===== config.mk =====
export PLATFORM = sky130hd
export DESIGN_NAME = rts_cell
export DESIGN_NICKNAME = d
export VERILOG_FILES = /design/src/rts_pkg.sv /design/src/rts_cell.sv
export SDC_FILE = /design/constraint.sdc
export NUM_CORES = 1
export LEC_CHECK = 0
export BUFFER_PORTS_ARGS = -buffer_cell sky130_fd_sc_hd__buf_2
export CORE_MARGIN = 5
export CORE_UTILIZATION = 29
export DETAILED_ROUTE_END_ITERATION = 10
export HOLD_SLACK_MARGIN = 0.08
export PLACE_DENSITY = 0.44
export SLEW_MARGIN = 5
export SYNTH_ARGS = -nofsm -noshare
export SYNTH_HDL_FRONTEND = slang
export SYNTH_SLANG_ARGS = --single-unit

===== constraint.sdc =====
create_clock -name clk -period 4.4 [get_ports clk]
set_input_delay 0.22 -clock clk [delete_from_list [all_inputs] [get_ports clk]]
set_output_delay 0.22 -clock clk [all_outputs]
set_load 0.01 [all_outputs]

===== src/rts_pkg.sv =====
// Shared types and constants for the real-time task scheduler.
// No dependencies; imported by every module of the block.
`default_nettype none

package rts_pkg;

    localparam int SLOT_W  = 4;
    localparam int DATA_W  = 32;
    localparam int APB_AW  = 3;

    // command field codes
    localparam logic CMD_REGISTER = 1'b0;
    localparam logic CMD_TICK     = 1'b1;

    // policy_mode codes
    localparam logic POL_EDF = 1'b0;
    localparam logic POL_RM  = 1'b1;

    // register index (word address bit) of policy_mode
    localparam logic REG_POLICY = 1'b0;

    typedef enum logic [2:0] {
        ST_IDLE,
        ST_REL,
        ST_CHG,
        ST_SCAN,
        ST_DONE
    } state_t;

    // broadcast from the sequencer to every cell
    typedef struct packed {
        logic              rel_en;
        logic              chg_en;
        logic              op;
        logic              mode;
        logic [SLOT_W-1:0] slot;
        logic              run_valid;
        logic [SLOT_W-1:0] run_slot;
        logic [DATA_W-1:0] period;
        logic [DATA_W-1:0] budget;
        logic [DATA_W-1:0] deadline;
        logic [DATA_W-1:0] time_now;
    } cmd_t;

    // selection token passed along the chain
    typedef struct packed {
        logic              found;
        logic              spent;
        logic              missed;
        logic [DATA_W-1:0] key;
    } tok_t;

endpackage

`default_nettype wire


===== src/rts_cell.sv =====
// One task slot: holds its timing state, applies register/release/charge
// and merges its candidate into the selection token. Depends on rts_pkg.
`default_nettype none

module rts_cell #(
    parameter int IDX = 0,
    parameter int IW  = 4
) (
    input  wire logic          clk,
    input  wire logic          rst_n,
    input  wire rts_pkg::cmd_t cmd,
    input  wire rts_pkg::tok_t tok_in,
    input  wire logic [IW-1:0] idx_in,
    output rts_pkg::tok_t      tok_out,
    output logic [IW-1:0]      idx_out
);
    import rts_pkg::*;

    localparam bit HAS_SLOT = (IDX < (1 << SLOT_W));
    localparam logic [31:0] IDX_L = 32'(IDX);
    localparam logic [SLOT_W-1:0] MY_SLOT = IDX_L[SLOT_W-1:0];
    localparam logic [IW-1:0] MY_IDX = IDX_L[IW-1:0];

    logic              valid_reg, valid_next;
    logic              ready_reg, ready_next;
    logic              spent_reg, spent_next;
    logic              missed_reg, missed_next;
    logic [DATA_W-1:0] period_reg, period_next;
    logic [DATA_W-1:0] budget_reg, budget_next;
    logic [DATA_W-1:0] used_reg, used_next;
    logic [DATA_W-1:0] deadline_reg, deadline_next;
    logic [DATA_W-1:0] release_reg, release_next;
    tok_t              tok_reg, tok_next;
    logic [IW-1:0]     idx_reg, idx_next;

    logic              slot_hit, run_hit;
    logic [DATA_W-1:0] used_inc, key;
    logic              take;

    assign slot_hit = HAS_SLOT && (cmd.slot == MY_SLOT);
    assign run_hit  = HAS_SLOT && cmd.run_valid && (cmd.run_slot == MY_SLOT);
    assign used_inc = used_reg + 32'd1;

    always_comb
    begin
        valid_next    = valid_reg;
        ready_next    = ready_reg;
        spent_next    = spent_reg;
        missed_next   = missed_reg;
        period_next   = period_reg;
        budget_next   = budget_reg;
        used_next     = used_reg;
        deadline_next = deadline_reg;
        release_next  = release_reg;
        if (cmd.rel_en)
        begin
            spent_next  = 1'b0;
            missed_next = 1'b0;
            if (cmd.op == CMD_REGISTER)
            begin
                if (slot_hit)
                begin
                    valid_next    = 1'b1;
                    ready_next    = 1'b1;
                    period_next   = cmd.period;
                    budget_next   = cmd.budget;
                    used_next     = '0;
                    deadline_next = cmd.deadline;
                    release_next  = cmd.time_now + cmd.period;
                end
            end
            else if (valid_reg && (cmd.time_now >= release_reg))
            begin
                release_next  = release_reg + period_reg;
                deadline_next = cmd.time_now + period_reg;
                used_next     = '0;
                ready_next    = 1'b1;
            end
        end
        if (cmd.chg_en && (cmd.op == CMD_TICK) && run_hit && valid_reg)
        begin
            used_next = used_inc;
            if (used_inc >= budget_reg)
            begin
                ready_next = 1'b0;
                spent_next = 1'b1;
            end
            if (cmd.time_now > deadline_reg)
                missed_next = 1'b1;
        end
    end

    // token merge: strict less-than keeps ties on the lower slot
    always_comb
    begin
        key  = (cmd.mode == POL_RM) ? period_reg : deadline_reg;
        take = valid_reg && ready_reg && (!tok_in.found || (key < tok_in.key));
        tok_next        = tok_in;
        idx_next        = idx_in;
        tok_next.spent  = tok_in.spent | spent_reg;
        tok_next.missed = tok_in.missed | missed_reg;
        if (take)
        begin
            tok_next.found = 1'b1;
            tok_next.key   = key;
            idx_next       = MY_IDX;
        end
    end

    always_ff @(posedge clk or negedge rst_n)
    begin
        if (!rst_n)
        begin
            valid_reg  <= 1'b0;
            ready_reg  <= 1'b0;
            spent_reg  <= 1'b0;
            missed_reg <= 1'b0;
            tok_reg    <= '0;
            idx_reg    <= '0;
        end
        else
        begin
            valid_reg  <= valid_next;
            ready_reg  <= ready_next;
            spent_reg  <= spent_next;
            missed_reg <= missed_next;
            tok_reg    <= tok_next;
            idx_reg    <= idx_next;
        end
    end

    always_ff @(posedge clk)
    begin
        period_reg   <= period_next;
        budget_reg   <= budget_next;
        used_reg     <= used_next;
        deadline_reg <= deadline_next;
        release_reg  <= release_next;
    end

    assign tok_out = tok_reg;
    assign idx_out = idx_reg;

endmodule

`default_nettype wire


Word-level counts from Yosys, hierarchy flattened

Cells that the tools add are included.

Input bits: 182
Bits in registers: 203
Logic and storage cells: 71
Output and inout bits: 39

Add/subtract/negate cells: 4
Bitwise operators: 3
Reduce and logical (&&, ||, !) cells: 17
$lt $le $gt $ge: 4
Muxes and demuxes: 27
Equality and inequality tests: 2

Operator list:

| kind                                                                    | number |
|---|---|
| 32-bit 2-to-1 mux                                                       | 13 |
| 32-bit adder                                                            | 3 |
| 32-bit greater-or-equal comparator                                      | 2 |
| 32-bit by 1-bit adder with 32-bit output, second input constant         | 1 |
| 32-bit greater-than comparator                                          | 1 |
| 32-bit < comparator                                                     | 1 |
| 1-bit 2-to-1 mux                                                        | 13 |
| 3-bit AND reduction                                                     | 3 |
| 4-bit logical NOT                                                       | 2 |
| 1-bit logical AND                                                       | 7 |
| 4-bit 2-to-1 mux                                                        | 1 |
| 2-bit nonzero test                                                      | 2 |
| 3-bit by 1-bit inequality test with 1-bit output, second input constant | 1 |
| 3-bit nonzero test                                                      | 1 |
| 2-bit by 1-bit inequality test with 1-bit output, second input constant | 1 |
| 1-bit bitwise OR                                                        | 2 |
| 1-bit logical NOT                                                       | 1 |
| 1-bit logical OR                                                        | 1 |
| 1-bit NOT                                                               | 1 |

Depth between registers and ports, before layout

Gate-level depths: netlist (run 1).

Depth in word-level cells: 7
Gate-level depth with buffers: 18
Gate-level depth less buffers: 18

Least setup slack after synthesis (run 1)

Ideal clock, no wire load.

Kind: input-to-reg
Start point: in cmd[134] (netlist name)
End point: reg deadline_reg[0], enable pin
Buffers on the path: 0
Stages on the path: 8
Data required time: 3.982 ns
Data arrival time: 4.004 ns
Path slack: -0.022 ns
Setup time: 0.418 ns
Cells stage by stage: nor4_1 > and3_1 > a211oi_1 > o211ai_1 > a21oi_1 > o41ai_1 > o21ai_0 > inv_1

Cells in the longest elaborated chain, start to end: 3

RTL lines:

| item                          | RTL line        | text |
|---|---|---|
| start, declared               | rts_cell.sv:11  | `input wire rts_pkg::cmd_t cmd,` |
| 4-bit logical NOT             | rts_cell.sv:40  | `assign slot_hit = HAS_SLOT && (cmd.slot == MY_SLOT);` |
| 2-bit nonzero test (no line)  | n/a             |  |
| 3-bit AND reduction (no line) | n/a             |  |
| end signal, assigned          | rts_cell.sv:137 | `deadline_reg <= deadline_next;` |
| end, declared                 | rts_cell.sv:31  | `logic [DATA_W-1:0] deadline_reg, deadline_next;` |

No other way between the ends.
A chain may end at the register's enable or synchronous reset.

Worst setup path in the final report (run 1)

Start point: reg used_reg[0]
End point: reg ready_reg

Cells in the longest elaborated chain, start to end: 4

RTL lines:

| item                                     | RTL line        | text |
|---|---|---|
| start, declared                          | rts_cell.sv:30  | `logic [DATA_W-1:0] used_reg, used_next;` |
| start signal, assigned                   | rts_cell.sv:136 | `used_reg <= used_next;` |
| 32-bit by 1-bit adder with 32-bit output | rts_cell.sv:42  | `assign used_inc = used_reg + 32'd1;` |
| named net used_inc[25]                   | rts_cell.sv:37  | `logic [DATA_W-1:0] used_inc, key;` |
| 32-bit greater-or-equal comparator       | rts_cell.sv:83  | `if (used_inc >= budget_reg)` |
| 1-bit 2-to-1 mux                         | rts_cell.sv:83  |  |
| 1-bit 2-to-1 mux                         | rts_cell.sv:80  | `if (cmd.chg_en && (cmd.op == CMD_TICK) && run_hit && valid_reg)` |
| named net ready_next                     | rts_cell.sv:25  | `logic ready_reg, ready_next;` |
| end signal, assigned                     | rts_cell.sv:124 | `ready_reg <= ready_next;` |
| end, declared                            | rts_cell.sv:25  |  |

The timed path passes the listed nets, and every way through them passes these cells.

==> results of run 1 <==
## layout make-up
cell class / instances / area share, %
timing repair buffer: 365 / 12.54
sequential: 203 / 29.04
multi-input combinational: 1217 / 46.63
clock inverter: 13 / 0.4510
clock buffer: 35 / 3.849
antenna: 4 / 0.04943
inverter: 152 / 2.817
tap: 748 / 4.622
## cells in the mapped netlist, types with 10 or more instances
cell type | instances | area, µm²
a211oi_1 | 18 | 135.1
a21o_1 | 96 | 720.7
a21oi_1 | 111 | 555.5
a31oi_1 | 13 | 81.33
and2_1 | 10 | 62.56
and3_1 | 17 | 106.4
clkbuf_1 | 25 | 93.84
dfrtp_1 | 43 | 1076
edfxtp_1 | 160 | 4805
ha_1 | 221 | 2765
inv_1 | 152 | 570.6
mux2_2 | 31 | 349.1
mux2_4 | 25 | 375.4
nand2_1 | 108 | 405.4
nand2b_1 | 13 | 81.33
nand3_1 | 25 | 125.1
nand4_1 | 37 | 231.5
nor2_1 | 70 | 262.8
nor2b_1 | 49 | 306.5
nor3_1 | 17 | 85.08
o21a_1 | 13 | 97.59
o21ai_0 | 81 | 405.4
o21ai_1 | 17 | 85.08
o21bai_1 | 12 | 90.09
xnor2_1 | 61 | 534.3
xor2_1 | 54 | 473.0
## logic make-up (layout without fill, tap and decap cells)
logic type,after synthesis,count (layout)
simple gates,379,379
compound gates,434,434
fa+ha+maj,224,224
other cells,0,4
buf+inv,187,565
flops,203,203
xor+xnor,115,115
mux,65,65
## per-layer routing
| layer | share of wire, % | wire [µm] | global-route usage (%) |
|---|---|---|---|
| met4 | 2.6 | 1325 | 4.644 |
| met2 | 46 | 23180 | 27.17 |
| met5 | 0.026 | 13 | 0 |
| met3 | 3.7 | 1873 | 1.913 |
| met1 | 48 | 24140 | 22.31 |
## worst max-delay path by stage
stage,end,slack (ps),from,cells after the start
after global placement,tok_out[26]$_DFF_PN0_,760,cmd[137],13
after CTS,ready_reg$_DFF_PN0_,670,used_reg[0]$_SDFFCE_PN0P_,17
after detailed placement,ready_reg$_DFF_PN0_,680,used_reg[2]$_SDFFCE_PN0P_,17
after floorplan,deadline_reg[0]$_DFFE_PP_,750,cmd[134],8
after global routing,ready_reg$_DFF_PN0_,350,used_reg[0]$_SDFFCE_PN0P_,17
final,ready_reg$_DFF_PN0_,700,used_reg[0]$_SDFFCE_PN0P_,17
## power by group
part	switching, W	total, W	internal, W
sequential	0.0000479	0.00223	0.00218
clock	0.000877	0.00218	0.00130
combinational	0.000694	0.00131	0.000616
## what timing repair did
| item | CTS | global route |
|---|---|---|
| resized for setup | 0 | 0 |
| setup endpoints to repair | 0 | 0 |
| hold endpoints to repair | 177 | 0 |
| hold buffers | 134 | 0 |
## worst max-delay path, delay by kind of cell, from the launching register on
family          cells  cell delay (ps)
flops               1              400
simple gates        6             1350
xor+xnor            1              210
fa+ha+maj           1              280
compound gates      9             1370
## stage by stage
| stage | worst slack [ps] | std cells | utilization (%) | hold WS [ps] | instance area, µm² |
|---|---|---|---|---|---|
| floorplan | 752.1 | 1607 | - | -75.59 | 16070 |
| global placement | 763.7 | 2551 | 32.79 | 399.4 | 18030 |
| detailed placement | 682.1 | 2551 | 32.79 | 398.1 | 18030 |
| CTS | 672.7 | 2733 | 36.81 | 84.04 | 20240 |
| global route | 353.9 | 2737 | 36.83 | 142.8 | 20250 |
| finish | 700.8 | 2737 | 36.83 | 107.3 | 20250 |
==> impl_metrics.tcl, run 1 <==
set metrics [dict create \
    status "complete, no violations" \
    ioPinCount 221 \
    rows 86 \
    htree_levels 1 \
    start_kind "flop" \
    layout-drive-gt1-share_pct 17.98 \
    syn_nets 2013 \
    wire_per_inst_um 18.46 \
    period_minus_slack_ps 3699 \
    fmax_mhz 270.3 \
    numPortBuffers 220 \
    die_h_um 245.4 \
    nets 2371 \
    postCtsSetupRepairBufs 0 \
    synth_ff_type "edfxtp_1" \
    drc 0 \
    yosysUniqueCellTypes 81 \
    cp_slowest_cell "edfxtp_1" \
    power_density_nw_per_um2 282.1 \
    ys_ff_latch 203 \
    start_util_pct 29.23 \
    r2r_slack_ps 700 \
    synth_top_family_by_area "compound AO/OA/AOI/OAI gates" \
    power_w 0.005713 \
    ant_nets 0 \
    clock-sinks 203 \
    largest_reg_flops 35 \
    yosys_warnings 0 \
    maxCapViolations 0 \
    leakagePower_nw 9.283 \
    grt_antenna_before_repair 6 \
    hold_viol_final 0 \
    die_x_um 245.4 \
    grt_max_degree 85 \
    overflow 0 \
    min_to "deadline_reg[21]$_DFFE_PP_" \
    crit_arrival_ps 4170 \
    crit_chain "nand3_1 > nor2_1 > and3_1 > and2_1 > nand4_1 > nor2_1 > xor2_1 > ha_1 > a21o_1 > a21o_1 > a21o_1 > a21o_1 > a21oi_1 > o21ai_0 > o21bai_1 > a31o_2 > a21boi_1" \
    yosysSeqAreaShare_pct 36.59 \
    regArea_um2 5881 \
    multi_input_area_um2 9443 \
    crit_path_end_kind "flop" \
    syn_area_per_cell_um2 10.00 \
    dr.pass1.iters 5 \
    setup_viol 0 \
    gp_congestion 0.8684 \
    r2r_end "ready_reg$_DFF_PN0_" \
    critPathRequiredTime_ps 4870 \
    vias_per_cell 4.786 \
    synth_xor_area_share_pct 6.268 \
    drv_slew 0 \
    grt_pass1_vias 13380 \
    yosys.area_share.simple_pct 11.95 \
    synth-compound-area-share_pct 17.86 \
    worst_slew_pin_slew_ps 1044 \
    min_path_cells 3 \
    fin_skew_ps 12.90 \
    synthMuxAreaShare_pct 5.069 \
    synth_fa_ha_area_share_pct 17.58 \
    routed_wirelength_um 50530 \
    clk_pin_slew_ps 60 \
    core_area_um2 54990 \
    path_class "reg -> reg" \
    rr_worst_depth 17 \
    min_from "cmd[53]" \
    slowest_delay_ps 400 \
    clockBufferDepth 3 \
    fin_crit_sh_pct 84.07 \
    worstSkewPairLatency_ps 550 \
    crit_top_cell "a21o_1" \
    num_vias 13100 \
    hold_class "in -> reg" \
    relSlewSlack_pct 30.37 \
    grt_use_total_pct 16.26 \
    drtIter0Drc 598 \
    layout_common_cells "ha_1, buf_2, edfxtp_1, inv_1, dlygate4sd3_1" \
    numCtsBuffers 26 \
    syn_to_final_growth_pct 26.01 \
    fin_setup_tns_ps 0 \
    grt_setup_unrepaired "no" \
    synthCells 1607 \
    dp_hpwl_um 40080 \
    ys_async_sr_fraction_pct 21.18 \
    fillers 5520 \
    layout_commonest_cell "ha_1" \
    grt_pass1_wl_um 76820 \
    reg2reg_from "used_reg[0]$_SDFFCE_PN0P_" \
    syn-cell-area_um2 16070 \
    root_buffer "clkbuf_16" \
    die-area_um2 60220 \
    ir_worst_vdd_mv 0.2347 \
    cts_tree "yes" \
    synth-edff-count 160 \
    critPathMaxFanout 5 \
]
Note: power is estimated with default switching activity, not from simulation.
==> run 2, diff against run 1 <==
--- a/config.mk
+++ b/config.mk
@@ -10,7 +10,7 @@
 export CORE_UTILIZATION = 29
 export DETAILED_ROUTE_END_ITERATION = 10
 export HOLD_SLACK_MARGIN = 0.08
-export PLACE_DENSITY = 0.44
+export PLACE_DENSITY = 0.46
 export SLEW_MARGIN = 5
 export SYNTH_ARGS = -nofsm -noshare
 export SYNTH_HDL_FRONTEND = slang
==> constraint.sdc (replaced) <==
create_clock -name clk -period 3.2 [get_ports clk]
set_input_delay 0.16 -clock clk [delete_from_list [all_inputs] [get_ports clk]]
set_output_delay 0.16 -clock clk [all_outputs]
set_load 0.01 [all_outputs]
==> impl_metrics.tcl, run 2 (synthesis results as in run 1) <==
set metrics [dict create \
    start_kind "flop" \
    min_to "deadline_reg[28]$_DFFE_PP_" \
    leakagePower_nw 9.670 \
    maxCapViolations 0 \
    ant_nets 0 \
    path_class "reg -> reg" \
    hold_viol_final 0 \
    r2r_slack_ps 30 \
    htree_levels 1 \
    num_vias 13370 \
    placed_cell_area_um2 18560 \
    cts_tree "yes" \
    worst_slew_pin_slew_ps 1104 \
    r2r_end "ready_reg$_DFF_PN0_" \
    start_util_pct 29.23 \
    die-area_um2 60220 \
    gp_congestion 0.8561 \
    fillers 5453 \
    vias_per_cell 4.744 \
    slowest_delay_ps 360 \
    hold_ws_ps 170.4 \
    drv_slew 0 \
    dr.pass1.iters 5 \
    crit_arrival_ps 3650 \
    largest_reg_flops 35 \
    grt_use_total_pct 16.31 \
    clockBufferDepth 3 \
    placed_cells 2613 \
    critPathMaxFanout 5 \
    rows 86 \
    root_buffer "clkbuf_16" \
    power_density_nw_per_um2 376.0 \
    layout_commonest_cell "ha_1" \
    min_from "cmd[60]" \
    relSlewSlack_pct 24.51 \
    grt_pass1_wl_um 77340 \
    grt_pass1_vias 13940 \
    status "complete, no violations" \
    cp_slowest_cell "edfxtp_1" \
    final_cells 2819 \
    fmax_mhz 315.7 \
    worstSkewPairLatency_ps 550 \
    drtIter0Drc 594 \
    drc 0 \
    wire_per_inst_um 18.06 \
    layout-drive-gt1-share_pct 21.36 \
    core_area_um2 54990 \
    die_h_um 245.4 \
    dp_hpwl_um 40140 \
    fin_crit_sh_pct 99.00 \
    rr_worst_depth 17 \
    grt_antenna_before_repair 6 \
    power_w 0.007875 \
    fin_util_pct 38.09 \
    numPortBuffers 220 \
    die_x_um 245.4 \
    hold_class "in -> reg" \
    stdcell_area_um2 20940 \
    syn_to_final_growth_pct 30.33 \
    grt_setup_unrepaired "yes" \
    min_path_cells 4 \
    grt_max_degree 85 \
    crit_chain "nand4_1 > nor2_4 > and3_4 > and2_4 > nand4_1 > nor2_1 > xor2_1 > ha_1 > a21o_1 > a21o_1 > a21o_1 > a21o_1 > a21oi_2 > o21ai_1 > o21bai_1 > a31o_2 > a21boi_2" \
    nets 2451 \
    critPathRequiredTime_ps 3680 \
    ir_worst_vdd_mv 0.2969 \
    crit_top_cell "a21o_1" \
    routed_wirelength_um 50900 \
    clock-sinks 203 \
    period_minus_slack_ps 3168 \
    ioPinCount 221 \
    crit_path_end_kind "flop" \
    fin_skew_ps 15.94 \
    numCtsBuffers 27 \
    reg2reg_from "used_reg[5]$_SDFFCE_PN0P_" \
    overflow 0 \
    layout_common_cells "ha_1, buf_2, edfxtp_1, inv_1, dlygate4sd3_1" \
    clk_pin_slew_ps 60 \
    cp-startpoint "used_reg[5]$_SDFFCE_PN0P_" \
    setup_viol 0 \
]
-- run 2: changes by cell type in the layout (fill, tap and decap cells not counted), moves of 4 or more --
cell	delta
buf_4	+69
clkbuf_1	+6
buf_12	+5
dlygate4sd3_1	+5
clkbuf_8	+4
clkinv_1	-4
-- run 2: repair_timing --
item	CTS	global route
setup endpoints to repair	2	38
setup buffers	3	9
endpoints found under the hold margin	165	0
gates resized for setup	7	6
hold buffers	139	0
pin swaps	10	12
-- run 2: power breakdown --
part	leakage (nW)	switching, W	total (W)	internal (W)
combinational	7.28	0.000973	0.00188	0.000910
sequential	1.98	0.0000637	0.00306	0.00300
clock	0.418	0.00119	0.00293	0.00174
-- run 2: critical path: cells and delay by family, from the launching register on --
family                   cells  cell delay [ps]
XOR/XNOR                     1              190
AO/OA/AOI/OAI                9             1280
adder cells (fa/ha/maj)      1              280
AND/OR/NAND/NOR              6             1000
flip-flops                   1              360
-- run 2: area by class of cell --
| type | instances | area, µm² | share of cell area (%) |
|---|---|---|---|
| multi-input combinational | 1217 | 9488 | 45.30 |
| sequential | 203 | 5881 | 28.08 |
| timing repair buffer | 444 | 3208 | 15.32 |
| tap | 748 | 935.9 | 4.469 |
| clock buffer | 42 | 782.0 | 3.734 |
| inverter | 152 | 574.3 | 2.742 |
| clock inverter | 7 | 60.06 | 0.2868 |
| antenna | 6 | 15.01 | 0.07169 |
-- run 2: worst max-delay path by stage --
stage	slack, ps	end
global route	-300	ready_reg$_DFF_PN0_
CTS	20	ready_reg$_DFF_PN0_
global placement	-130	ready_reg$_DFF_PN0_
finish	30	ready_reg$_DFF_PN0_
floorplan	-50	deadline_reg[0]$_DFFE_PP_
detailed placement	-140	ready_reg$_DFF_PN0_
-- run 2: metrics by stage --
step / setup WS, ps / TNS, ps
after floorplan: -51.88 / -3321
after global placement: -130.2 / -240.2
after detailed placement: -143.7 / -261.1
after CTS: 15.48 / 0
after global routing: -295.6 / -570.4
final: 32.12 / 0
-- run 2: metal layers --
metal | up-vias | routed length [µm] | track usage (%)
met2 | 309 | 23620 | 27.64
li1 | 6776 | - | -
met1 | 6207 | 23760 | 21.77
met4 | 0 | 1632 | 5.612
met5 | - | 0 | 0
met3 | 82 | 1890 | 1.717
==> run 3, diff against run 2 <==
--- a/config.mk
+++ b/config.mk
@@ -11,6 +11,7 @@
 export DETAILED_ROUTE_END_ITERATION = 10
 export HOLD_SLACK_MARGIN = 0.08
 export PLACE_DENSITY = 0.46
+export REMOVE_ABC_BUFFERS = 1
 export SLEW_MARGIN = 5
 export SYNTH_ARGS = -nofsm -noshare
 export SYNTH_HDL_FRONTEND = slang
==> impl_metrics.tcl, run 3 (synthesis results as in run 1) <==
set metrics [dict create \
    status "complete, no violations" \
    worstSkewPairLatency_ps 550 \
    hold_viol_final 0 \
    fmax_mhz 314.9 \
    maxCapViolations 0 \
    power_density_nw_per_um2 387.0 \
    critPathRequiredTime_ps 3670 \
    ir_worst_vdd_mv 0.3250 \
    swShare_pct 27.63 \
    grt_pass1_wl_um 78240 \
    crit_path_end_kind "flop" \
    cts_tree "yes" \
    placed_cells 2617 \
    die_x_um 245.4 \
    gp_congestion 0.8829 \
    grt_antenna_before_repair 6 \
    stdcell_area_um2 21110 \
    grt_pass1_vias 14160 \
    p_int_w 0.005914 \
    leakagePower_nw 9.740 \
    numPortBuffers 220 \
    setup_viol 0 \
    fillers 5451 \
    path_class "reg -> reg" \
    hold_class "in -> reg" \
    die_h_um 245.4 \
    die-area_um2 60220 \
    routed_wirelength_um 51020 \
    p_clk_share_pct 39.4 \
    nets 2454 \
    wire_per_inst_um 18.07 \
    dp_hpwl_um 40230 \
    grt_setup_unrepaired "yes" \
    root_buffer "clkbuf_16" \
    clock-sinks 203 \
    start_kind "flop" \
    drtIter0Drc 527 \
    ant_nets 0 \
    fin_crit_sh_pct 99.25 \
    placed_cell_area_um2 18570 \
    largest_reg_flops 35 \
    period_minus_slack_ps 3176 \
    grt_use_total_pct 16.48 \
    crit_arrival_ps 3650 \
    final_cells 2823 \
    p_switching_w 0.002257 \
    core_area_um2 54990 \
    worst_slew_pin_slew_ps 1075 \
    fin_skew_ps 9.974 \
    p_seq_share_pct 37.5 \
    dr.pass1.iters 5 \
    grt_max_degree 66 \
    critPathMaxFanout 4 \
    combPwrFrac_pct 23.1 \
    syn_to_final_growth_pct 31.38 \
    htree_levels 1 \
    relSlewSlack_pct 28.30 \
    ioPinCount 221 \
    drv_slew 0 \
    layout-drive-gt1-share_pct 22.10 \
    rows 86 \
    num_vias 13530 \
    drc 0 \
    clk_pin_slew_ps 60 \
    numCtsBuffers 26 \
    clockBufferDepth 3 \
    overflow 0 \
    layout_common_cells "ha_1, buf_2, edfxtp_1, inv_1, dlygate4sd3_1" \
    vias_per_cell 4.793 \
    start_util_pct 29.23 \
]
-- run 3: cell types whose count changed in the layout (fill, tap and decap cells not counted), moves of 2 or more --
cell,before,now
clkbuf_1,10,3
bufinv_16,1,3
buf_4,80,83
clkbuf_16,27,31
clkbuf_8,5,1
-- run 3: timing repair --
item / in CTS / in global routing
hold buffers: 139 / 0
hold endpoints to repair: 180 / 0
setup buffers: 4 / 8
pin swaps: 19 / 9
gates resized for setup: 15 / 11
setup endpoints to repair: 3 / 45
-- run 3: worst paths after layout --
path	cells past startpoint	slack [ps]	end	startpoint
setup / recovery	17	20	ready_reg$_DFF_PN0_	used_reg[8]$_SDFFCE_PN0P_
hold / removal	4	160	deadline_reg[28]$_DFFE_PP_	cmd[60]
setup reg to reg	17	20	ready_reg$_DFF_PN0_	used_reg[8]$_SDFFCE_PN0P_
hold reg to reg	1	510	tok_out[33]$_DFF_PN0_	spent_reg$_DFF_PN0_
max in group asynchronous	2	2140	idx_out[2]$_DFF_PN0_	rst_n
min in group asynchronous	2	370	tok_out[21]$_DFF_PN0_	rst_n
-- run 3: critical path, cell delays in order, from the launching register on --
cell	delay, ps
edfxtp_1	340
and4_1	220
and3_4	190
and3_4	200
and2_4	140
nand4_1	140
nor2_1	160
xor2_1	220
ha_1	280
a21o_1	160
a21o_1	150
a21o_1	150
a21o_1	160
a21oi_2	130
o21ai_2	70
nor2_1	110
a31o_2	160
a21boi_2	140
-- run 3: cell type report --
type / count / area (µm²) / area share (%)
multi-input cells: 1217 / 9532 / 45.14
flip-flops and latches: 203 / 5881 / 27.85
repair buffers: 448 / 3227 / 15.28
well taps: 748 / 935.9 / 4.433
clock buffers: 35 / 800.8 / 3.793
inverters: 152 / 570.5 / 2.702
clock inverters: 13 / 150.1 / 0.7111
diodes: 7 / 17.52 / 0.08296
-- run 3: routing by layer --
layer	up-vias	GRT usage [%]	wire, µm
met5	-	0	0
met4	0	6.547	1965
met3	91	1.761	1721
met2	279	28.42	24230
met1	6383	21.22	23110
li1	6779	-	-
-- run 3: through the flow --
| stage | hold slack (ps) | setup TNS [ps] | power [W] | worst slack [ps] | utilization (%) |
|---|---|---|---|---|---|
| after floorplan | -135.6 | -115590 | 0.004181 | -1359 | - |
| after global placement | 340.5 | -528.2 | 0.004838 | -275.8 | 33.78 |
| after detailed placement | 338.1 | -771.9 | 0.004861 | -342.3 | 33.78 |
| after CTS | 133.5 | 0 | 0.008287 | 1.737 | 38.18 |
| after global routing | 194.5 | -277.4 | 0.008592 | -148.5 | 38.39 |
| final | 164.7 | 0 | 0.008172 | 24.13 | 38.40 |
-- run 3: power by group through the flow --
stage	clock [W]	sequential, W	combinational, W
CTS	0.00333	0.00307	0.00189
finish	0.00322	0.00307	0.00189
floorplan	0	0.00313	0.00105
global route	0.00343	0.00308	0.00209
global placement	0	0.00312	0.00171
detailed placement	0	0.00312	0.00174
